[src/hdl/wrcp_pkg.sv]
// ----------------------------------------------------------------------------
// WAVE chunk parser package
// Shared types, chunk identifiers, fault codes and helpers for the parser.
// ----------------------------------------------------------------------------
package wrcp_pkg;

  // Little-endian four-character codes as they appear after four byte shifts.
  localparam logic [31:0] ID_RIFF = 32'h4646_4952;
  localparam logic [31:0] ID_WAVE = 32'h4556_4157;
  localparam logic [31:0] ID_FMT  = 32'h2074_6D66;
  localparam logic [31:0] ID_DATA = 32'h6174_6164;

  localparam logic [15:0] FMT_PCM      = 16'h0001;
  localparam logic [31:0] FMT_MIN_SIZE = 32'd16;

  // Reset values of the configuration registers.
  localparam logic [15:0] RESET_CHANNELS = 16'd2;
  localparam logic [31:0] RESET_RATE     = 32'd48000;
  localparam logic [15:0] RESET_BITS     = 16'd16;

  // Configuration register indexes.
  localparam logic [1:0] REG_CHANNELS = 2'd0;
  localparam logic [1:0] REG_RATE     = 2'd1;
  localparam logic [1:0] REG_BITS     = 2'd2;

  // Result kinds.
  localparam logic [1:0] KIND_HEADER  = 2'd0;
  localparam logic [1:0] KIND_PAYLOAD = 2'd1;
  localparam logic [1:0] KIND_FAULT   = 2'd2;

  // Fault codes.
  localparam logic [3:0] FAULT_NONE      = 4'd0;
  localparam logic [3:0] FAULT_RIFF      = 4'd1;
  localparam logic [3:0] FAULT_WAVE      = 4'd2;
  localparam logic [3:0] FAULT_NOT_PCM   = 4'd3;
  localparam logic [3:0] FAULT_CHANNELS  = 4'd4;
  localparam logic [3:0] FAULT_RATE      = 4'd5;
  localparam logic [3:0] FAULT_BITS      = 4'd6;
  localparam logic [3:0] FAULT_ALIGN     = 4'd7;
  localparam logic [3:0] FAULT_SHORT_FMT = 4'd8;

  typedef enum logic [2:0] {
    PH_FILE_HDR  = 3'd0,
    PH_CHUNK_HDR = 3'd1,
    PH_FMT       = 3'd2,
    PH_DATA      = 3'd3,
    PH_SKIP      = 3'd4,
    PH_HALT      = 3'd5
  } phase_e;

  // Parser state carried from one byte to the next.
  typedef struct packed {
    phase_e      phase;
    logic [31:0] file_offset;
    logic [31:0] byte_count;
    logic [31:0] id_shift;
    logic [31:0] size_value;
    logic [31:0] fmt_shift;
    logic [15:0] channels_seen;
    logic [3:0]  fault;
    logic [31:0] data_start;
    logic [31:0] data_size;
  } state_t;

  localparam state_t STATE_RESET = '{
    phase:         PH_FILE_HDR,
    file_offset:   32'd0,
    byte_count:    32'd0,
    id_shift:      32'd0,
    size_value:    32'd0,
    fmt_shift:     32'd0,
    channels_seen: 16'd0,
    fault:         FAULT_NONE,
    data_start:    32'd0,
    data_size:     32'd0
  };

  typedef struct packed {
    logic [15:0] channels;
    logic [31:0] rate;
    logic [15:0] bits;
  } cfg_t;

  typedef struct packed {
    logic [1:0]  event_kind;
    logic [7:0]  payload_byte;
    logic [3:0]  fault_code;
    logic [31:0] data_offset;
    logic [31:0] data_length;
    logic        stream_done;
  } result_t;

  // Little-endian shift: the new byte enters at the top.
  function automatic logic [31:0] shift_in(input logic [31:0] word, input logic [7:0] b);
    shift_in = {b, word[31:8]};
  endfunction

endpackage

[src/hdl/wrcp_if.sv]
// ----------------------------------------------------------------------------
// WAVE chunk parser channel interfaces
// Valid/ready channels for file bytes, results and register writes.
// ----------------------------------------------------------------------------

// File byte channel.
interface wrcp_in_if;
  logic       valid;
  logic       ready;
  logic [7:0] file_byte;
  logic       last_byte;

  modport source (output valid, output file_byte, output last_byte, input ready);
  modport sink   (input valid, input file_byte, input last_byte, output ready);
endinterface

// Result channel.
interface wrcp_out_if;
  logic        valid;
  logic        ready;
  logic [1:0]  event_kind;
  logic [7:0]  payload_byte;
  logic [3:0]  fault_code;
  logic [31:0] data_offset;
  logic [31:0] data_length;
  logic        stream_done;

  modport source (output valid, output event_kind, output payload_byte, output fault_code,
                  output data_offset, output data_length, output stream_done, input ready);
  modport sink   (input valid, input event_kind, input payload_byte, input fault_code,
                  input data_offset, input data_length, input stream_done, output ready);
endinterface

// Register write channel.
interface wrcp_cfg_if;
  logic        valid;
  logic        ready;
  logic [1:0]  index;
  logic [31:0] data;

  modport source (output valid, output index, output data, input ready);
  modport sink   (input valid, input index, input data, output ready);
endinterface

[src/hdl/wrcp_step.sv]
// ----------------------------------------------------------------------------
// WAVE chunk parser step logic
// Next parser state and the result for one file byte.
// ----------------------------------------------------------------------------
module wrcp_step (
  input  wrcp_pkg::state_t  state_i,
  input  wrcp_pkg::cfg_t    cfg_i,
  input  logic [7:0]        byte_i,
  input  logic              last_i,
  output wrcp_pkg::state_t  state_o,
  output wrcp_pkg::result_t result_o
);
  import wrcp_pkg::*;

  state_t      nxt;
  logic [3:0]  fmt_fault;
  logic [31:0] count_inc;

  assign count_inc = state_i.byte_count + 32'd1;

  always_comb begin
    nxt       = state_i;
    fmt_fault = FAULT_NONE;
    result_o  = '0;
    result_o.event_kind = KIND_HEADER;

    unique case (state_i.phase) inside
      // RIFF at bytes 0..3, size ignored, WAVE at bytes 8..11.
      PH_FILE_HDR: begin
        nxt.id_shift = shift_in(state_i.id_shift, byte_i);
        if (state_i.byte_count == 32'd3 && nxt.id_shift != ID_RIFF) begin
          nxt.fault = FAULT_RIFF;
          nxt.phase = PH_HALT;
        end else if (state_i.byte_count == 32'd11) begin
          if (nxt.id_shift != ID_WAVE) begin
            nxt.fault = FAULT_WAVE;
            nxt.phase = PH_HALT;
          end else begin
            nxt.phase      = PH_CHUNK_HDR;
            nxt.byte_count = 32'd0;
          end
        end else begin
          nxt.byte_count = count_inc;
        end
      end

      // Chunk id then size; on the eighth byte choose how to treat the body.
      PH_CHUNK_HDR: begin
        if (state_i.byte_count < 32'd4) begin
          nxt.id_shift = shift_in(state_i.id_shift, byte_i);
        end else begin
          nxt.size_value = shift_in(state_i.size_value, byte_i);
        end
        if (state_i.byte_count == 32'd7) begin
          nxt.byte_count = 32'd0;
          if (nxt.id_shift == ID_FMT) begin
            if (nxt.size_value < FMT_MIN_SIZE) begin
              nxt.fault = FAULT_SHORT_FMT;
              nxt.phase = PH_HALT;
            end else begin
              nxt.phase = PH_FMT;
            end
          end else if (nxt.id_shift == ID_DATA) begin
            nxt.data_start = state_i.file_offset + 32'd1;
            nxt.data_size  = nxt.size_value;
            nxt.phase      = (nxt.size_value != 32'd0) ? PH_DATA : PH_CHUNK_HDR;
          end else begin
            nxt.phase      = (nxt.size_value != 32'd0) ? PH_SKIP : PH_CHUNK_HDR;
          end
        end else begin
          nxt.byte_count = count_inc;
        end
      end

      // Format chunk: fields are checked as their last byte arrives.
      PH_FMT: begin
        nxt.fmt_shift = shift_in(state_i.fmt_shift, byte_i);
        case (state_i.byte_count)
          32'd1: begin
            if (nxt.fmt_shift[31:16] != FMT_PCM) fmt_fault = FAULT_NOT_PCM;
          end
          32'd3: begin
            nxt.channels_seen = nxt.fmt_shift[31:16];
            if (nxt.fmt_shift[31:16] != cfg_i.channels) fmt_fault = FAULT_CHANNELS;
          end
          32'd7: begin
            if (nxt.fmt_shift != cfg_i.rate) fmt_fault = FAULT_RATE;
          end
          32'd15: begin
            if (nxt.fmt_shift[31:16] != cfg_i.bits) begin
              fmt_fault = FAULT_BITS;
            end else if ({1'b0, nxt.fmt_shift[15:0]} != {state_i.channels_seen, 1'b0}) begin
              fmt_fault = FAULT_ALIGN;
            end
          end
          default: ;
        endcase
        if (fmt_fault != FAULT_NONE) begin
          nxt.fault = fmt_fault;
          nxt.phase = PH_HALT;
        end else if (count_inc == state_i.size_value) begin
          nxt.phase      = PH_CHUNK_HDR;
          nxt.byte_count = 32'd0;
        end else begin
          nxt.byte_count = count_inc;
        end
      end

      // Data and skipped bodies count up to the chunk size, then return to the chunk header.
      PH_DATA, PH_SKIP: begin
        if (state_i.phase == PH_DATA) begin
          result_o.event_kind   = KIND_PAYLOAD;
          result_o.payload_byte = byte_i;
        end
        if (count_inc == state_i.size_value) begin
          nxt.phase      = PH_CHUNK_HDR;
          nxt.byte_count = 32'd0;
        end else begin
          nxt.byte_count = count_inc;
        end
      end

      PH_HALT: ;
      default: ;
    endcase

    nxt.file_offset = state_i.file_offset + 32'd1;

    if (nxt.fault != FAULT_NONE) begin
      result_o.event_kind   = KIND_FAULT;
      result_o.payload_byte = 8'd0;
    end
    result_o.fault_code  = nxt.fault;
    result_o.data_offset = nxt.data_start;
    result_o.data_length = nxt.data_size;
    result_o.stream_done = last_i;
  end

  // The last byte of a file returns the parser to its start.
  assign state_o = last_i ? STATE_RESET : nxt;

endmodule

[src/hdl/wave_riff_chunk_parser_core.sv]
// ----------------------------------------------------------------------------
// WAVE chunk parser core
// Parses a WAVE file byte stream, checks the format chunk, emits audio bytes.
// ----------------------------------------------------------------------------
// The parser takes one file byte per clock cycle and gives exactly one result
// per byte, held in an output register. A new byte is taken in
// every cycle in which the output register is empty or its result is being
// transferred, so a steady stream runs at one byte per cycle; the figure is set
// by the single state update per byte between the parser state registers and
// the result register. Register writes are always taken and must come while
// no byte is in flight. The parser needs no start-up time after reset.
module wave_riff_chunk_parser_core (
  input  logic       clk_i,
  input  logic       rst_ni,
  wrcp_in_if.sink    in_if,
  wrcp_out_if.source out_if,
  wrcp_cfg_if.sink   cfg_if
);
  import wrcp_pkg::*;

  cfg_t    cfg_q;
  state_t  state_q;
  state_t  state_d;
  result_t result_q;
  result_t result_d;
  logic    out_valid_q;
  logic    in_xfer;

  // A byte is taken when the result register is free or drains this cycle.
  assign in_if.ready = !out_valid_q || out_if.ready;
  assign in_xfer     = in_if.valid && in_if.ready;
  assign cfg_if.ready = 1'b1;

  wrcp_step u_step (
    .state_i  (state_q),
    .cfg_i    (cfg_q),
    .byte_i   (in_if.file_byte),
    .last_i   (in_if.last_byte),
    .state_o  (state_d),
    .result_o (result_d)
  );

  // Configuration registers.
  always_ff @(posedge clk_i or negedge rst_ni) begin
    if (!rst_ni) begin
      cfg_q.channels <= RESET_CHANNELS;
      cfg_q.rate     <= RESET_RATE;
      cfg_q.bits     <= RESET_BITS;
    end else if (cfg_if.valid) begin
      unique case (cfg_if.index)
        REG_CHANNELS: cfg_q.channels <= cfg_if.data[15:0];
        REG_RATE:     cfg_q.rate     <= cfg_if.data;
        REG_BITS:     cfg_q.bits     <= cfg_if.data[15:0];
        default: ;
      endcase
    end
  end

  // Parser state advances on every byte transfer.
  always_ff @(posedge clk_i or negedge rst_ni) begin
    if (!rst_ni) begin
      state_q <= STATE_RESET;
    end else if (in_xfer) begin
      state_q <= state_d;
    end
  end

  // Output register valid flag.
  always_ff @(posedge clk_i or negedge rst_ni) begin
    if (!rst_ni) begin
      out_valid_q <= 1'b0;
    end else if (in_xfer) begin
      out_valid_q <= 1'b1;
    end else if (out_if.ready) begin
      out_valid_q <= 1'b0;
    end
  end

  // Output register payload.
  always_ff @(posedge clk_i) begin
    if (in_xfer) begin
      result_q <= result_d;
    end
  end

  assign out_if.valid        = out_valid_q;
  assign out_if.event_kind   = result_q.event_kind;
  assign out_if.payload_byte = result_q.payload_byte;
  assign out_if.fault_code   = result_q.fault_code;
  assign out_if.data_offset  = result_q.data_offset;
  assign out_if.data_length  = result_q.data_length;
  assign out_if.stream_done  = result_q.stream_done;

endmodule

[src/flat_wrapper.sv]
// flat-port wrapper written by rule: the top's interface ports become plain ports
module wave_riff_chunk_parser_core_flat import wrcp_pkg::*;
  (clk_i, rst_ni, in_if_valid, in_if_file_byte, in_if_last_byte, in_if_ready, out_if_valid, out_if_event_kind, out_if_payload_byte, out_if_fault_code, out_if_data_offset, out_if_data_length, out_if_stream_done, out_if_ready, cfg_if_valid, cfg_if_index, cfg_if_data, cfg_if_ready);
  wrcp_in_if in_if_i ();
  wrcp_out_if out_if_i ();
  wrcp_cfg_if cfg_if_i ();
  input  logic clk_i;
  input  logic rst_ni;
  input wire logic [$bits(in_if_i.valid)-1:0] in_if_valid;
  input wire logic [$bits(in_if_i.file_byte)-1:0] in_if_file_byte;
  input wire logic [$bits(in_if_i.last_byte)-1:0] in_if_last_byte;
  output wire logic [$bits(in_if_i.ready)-1:0] in_if_ready;
  output wire logic [$bits(out_if_i.valid)-1:0] out_if_valid;
  output wire logic [$bits(out_if_i.event_kind)-1:0] out_if_event_kind;
  output wire logic [$bits(out_if_i.payload_byte)-1:0] out_if_payload_byte;
  output wire logic [$bits(out_if_i.fault_code)-1:0] out_if_fault_code;
  output wire logic [$bits(out_if_i.data_offset)-1:0] out_if_data_offset;
  output wire logic [$bits(out_if_i.data_length)-1:0] out_if_data_length;
  output wire logic [$bits(out_if_i.stream_done)-1:0] out_if_stream_done;
  input wire logic [$bits(out_if_i.ready)-1:0] out_if_ready;
  input wire logic [$bits(cfg_if_i.valid)-1:0] cfg_if_valid;
  input wire logic [$bits(cfg_if_i.index)-1:0] cfg_if_index;
  input wire logic [$bits(cfg_if_i.data)-1:0] cfg_if_data;
  output wire logic [$bits(cfg_if_i.ready)-1:0] cfg_if_ready;
  assign in_if_i.valid = in_if_valid;
  assign in_if_i.file_byte = in_if_file_byte;
  assign in_if_i.last_byte = in_if_last_byte;
  assign in_if_ready = in_if_i.ready;
  assign out_if_valid = out_if_i.valid;
  assign out_if_event_kind = out_if_i.event_kind;
  assign out_if_payload_byte = out_if_i.payload_byte;
  assign out_if_fault_code = out_if_i.fault_code;
  assign out_if_data_offset = out_if_i.data_offset;
  assign out_if_data_length = out_if_i.data_length;
  assign out_if_stream_done = out_if_i.stream_done;
  assign out_if_i.ready = out_if_ready;
  assign cfg_if_i.valid = cfg_if_valid;
  assign cfg_if_i.index = cfg_if_index;
  assign cfg_if_i.data = cfg_if_data;
  assign cfg_if_ready = cfg_if_i.ready;
  wave_riff_chunk_parser_core u_core (.clk_i(clk_i), .rst_ni(rst_ni), .in_if(in_if_i), .out_if(out_if_i), .cfg_if(cfg_if_i));
endmodule
[config.mk]
export PLATFORM = sky130hd
export DESIGN_NAME = wave_riff_chunk_parser_core_flat
export DESIGN_NICKNAME = d
export VERILOG_FILES = /design/src/hdl/wrcp_pkg.sv /design/src/hdl/wrcp_if.sv /design/src/hdl/wrcp_step.sv /design/src/hdl/wave_riff_chunk_parser_core.sv /design/src/flat_wrapper.sv
export SDC_FILE = /design/constraint.sdc
export NUM_CORES = 1
export LEC_CHECK = 0
export BUFFER_PORTS_ARGS = -buffer_cell sky130_fd_sc_hd__buf_2
export CELL_PAD_IN_SITES_DETAIL_PLACEMENT = 0
export CELL_PAD_IN_SITES_GLOBAL_PLACEMENT = 1
export CORE_ASPECT_RATIO = 1.1
export CORE_MARGIN = 2
export CORE_UTILIZATION = 30
export DETAILED_ROUTE_END_ITERATION = 12
export PLACE_DENSITY = 0.53
export SETUP_SLACK_MARGIN = 0.05
export SLEW_MARGIN = 20
export SYNTH_ARGS = -nofsm -noshare
export SYNTH_HDL_FRONTEND = slang
export SYNTH_SLANG_ARGS = --single-unit
[constraint.sdc]
create_clock -name clk_i -period 3.69 [get_ports clk_i]
set_clock_uncertainty 0.15 [all_clocks]
set_input_delay 0.5535 -clock clk_i [delete_from_list [all_inputs] [get_ports clk_i]]
set_output_delay 0.5535 -clock clk_i [all_outputs]
set_load 0.02 [all_outputs]
==> results.toml <==
[timing]
slew_viol_final = 0
fin_crit_ns = 3.547
final-hold-violation-count = 0
setup_violations = 0
rsz0062_at_grt = "yes"
max_freq_mhz = 281.9
fin_setup_tns_ns = 0
max_slew_margin = 0.3651
min_period_over_period = 0.9612
setup_slack_ns = 0.1432
tightest_slew_ns = 0.9495

[logic_synthesis]
synth-seq-cells = 383
ys.flop_type = "dfrtp_1"
ys_seq_area_frac = 0.5233
synth_edf_count = 79
syn_nets = 1811
syn_area_sq_um = 19090
synthCells = 1760
synth_top_cell_by_area = "dfrtp_1"
yosys.area.top_type_share = 0.3867
synth_area_leaders = "dfrtp_1 39%, edfxtp_1 12%, a22o_1 8.0%"
synth_cell_types = 85
avgSynthCellArea_sq_um = 10.85
ys_async_sr_fraction = 0.7937
synth_warnings = 0

[die]
core_sq_um = 63350
die_w_microns = 244.5
die_y_microns = 268.6
ioPinCount = 130
dieArea_sq_um = 65680
start_util = 0.3014
core.rowCount = 97

[clocking]
clock-root-buffer = "clkbuf_16"
cts_tree = "yes"
cts.sinks = 383
cts_buffers = 45
cts_max_level = 2
insertion_delay_ns = 0.58
clk_pin_slew_ns = 0.05
clock_path_buffers = 3

[placed_design]
gp_congestion = 0.8704
preCtsSetupSlack_ns = -0.1431
numPortBuffers = 128
post-dp-hpwl_microns = 43680

[grt]
grt_max_degree = 82
antenna_found_initial = 0
grt-ovfl-total = 0
track_usage = 0.1879
grt_pass1_vias = 15010
grt_pass1_wl_microns = 94320

[detailed_routing]
ant_nets = 0
routed_wl_microns = 61840
first_pass_iters = 5
vias = 14910
drt-initial-drc-count = 1038
wl_per_cell_microns = 21.47
vias_per_cell = 5.176
post-route-drc-count = 0

[pwr]
peakVddDrop_uv = 369.5
p_leak_nw = 10.23
power.density_nw_per_um2 = 530.1

[hold_path]
hold_path.class = "input pin to flop"
holdPathStages = 2

[cells_and_area]
diodes = 0
seqCellArea_sq_um = 9998
final_common_cell = "dfrtp_1"
multi_input_area_sq_um = 8718
drive_gt1_frac = 0.2751
fin_util = 0.3743
final_cell_mix = "289 x dfrtp_1, 188 x buf_4, 175 x a22o_1"
fillers = 6357
area_growth_pct = 24.21
fin_nets = 2054

[setup_path]
crit_chain = "nand4_1, buf_4, nor4_2, nand4_1, buf_4, xnor2_1, o211ai_1, or4_4, o31ai_4, buf_6, a21oi_4, buf_4, a22o_1, a41o_1"
path_max_fanout = 4
endpoint_kind = "flop"
startpoint_type = "flop"
cp_slowest_cell = "or4_4"
required_ns = 4.00
cp_common_cell = "buf_4"
worstSetupPathType = "flop to flop"
crit_arrival_ns = 3.86
slowest_delay_ns = 0.55
r2r.worst_path.cells = 14

[outcome]
status = "finished clean"

[flow_run]
cap_viol_max_count = 0
==> through the flow <==
stage          hold WS (ns)  std cells  power (mW)  area (sq um)
2_1_floorplan        0.1079       1760       6.702         19090
3_3_place_gp         0.3133       2786       7.859         21810
3_5_place_dp         0.3234       2786       7.864         21810
4_1_cts            0.008204       2872       12.60         23430
5_1_grt             0.03290       2880       13.17         23720
6_report            0.05211       2880       12.57         23720
==> logic make-up after synthesis <==
| family | Yosys count | share of synthesized area |
|---|---|---|
| compound gates | 460 | 0.1712 |
| xor+xnor | 147 | 0.06744 |
| fa+ha+maj | 3 | 0.001966 |
| buf+inv | 153 | 0.03506 |
| flops | 383 | 0.5233 |
| mux | 107 | 0.06049 |
| other cells | 1 | 0.0001964 |
| simple gates | 506 | 0.1403 |
==> flip-flops by register name, summed over array words and instances, names as in the netlist <==
name	count
u_core.out_if.valid	1
u_core.out_if.stream_done	1
u_core.out_if.fault_code	4
u_core.out_if.data_offset	32
u_core.out_if.data_length	32
u_core.state_q	239
u_core.cfg_q	64
u_core.out_if.event_kind	2
u_core.out_if.payload_byte	8
==> final cells by class <==
cell class | count | share of cell area
sequential | 383 | 0.4216
tap | 841 | 0.04437
clock buffer | 66 | 0.05724
clock inverter | 17 | 0.008336
multi-input combinational | 1225 | 0.3676
timing repair buffer | 332 | 0.09819
inverter | 16 | 0.002638
==> path summary, 6_finish.rpt <==
path	slack, ns	start	endpoint
worst min register to register	0.33	u_core.state_q[60]	u_core.state_q[60]
min in group asynchronous	0.40	rst_ni	u_core.state_q[190]
worst max-delay path	0.14	u_core.state_q[198]	u_core.state_q[201]
max in group asynchronous	2.11	rst_ni	u_core.state_q[116]
worst max register to register	0.14	u_core.state_q[198]	u_core.state_q[201]
worst min-delay path	0.05	cfg_if_data[18]	u_core.cfg_q[34]
==> worst max-delay path: cells and delay by family (launching register included) <==
| kind | cells | cell delay [ns] |
|---|---|---|
| buf+inv | 4 | 0.75 |
| xor+xnor | 1 | 0.14 |
| simple gates | 4 | 1.18 |
| compound gates | 5 | 0.78 |
| flops | 1 | 0.44 |
==> metal layers <==
layer / GRT usage / vias up / part of all wire
li1: - / 6979 / -
met3: 0.02687 / 107 / 0.035
met5: 0 / - / 0
met4: 0.07877 / 0 / 0.041
met2: 0.3118 / 293 / 0.48
met1: 0.2463 / 7528 / 0.44
==> synthesized netlist by cell type, drive strengths merged (25+ instances only) <==
cell / n
and3: 25
mux2i: 40
nor4: 52
mux2: 67
buf: 37
nand4: 34
a21oi: 89
edfxtp: 79
a22o: 175
dfrtp: 295
xnor2: 62
o21ai: 110
clkbuf: 100
xor2: 85
nand3: 26
nand2: 128
nor2: 127
==> timing repair <==
item | 4_1_cts | 5_1_grt
endpoints found under the setup margin | 36 | 105
hold endpoints to repair | 65 | 0
setup buffers | 1 | 8
hold buffers | 1 | 0
cloned | 1 | 0
pin swaps | 2 | 5
resized for setup | 9 | 49
==> power breakdown <==
| group | switching (mW) | internal [mW] | total [mW] |
|---|---|---|---|
| Clock | 1.87 | 2.77 | 4.64 |
| Combinational | 1.57 | 1.23 | 2.81 |
| Sequential | 0.432 | 4.70 | 5.13 |
| Total | 3.87 | 8.70 | 12.6 |
Note: power is estimated with default switching activity, not from simulation.
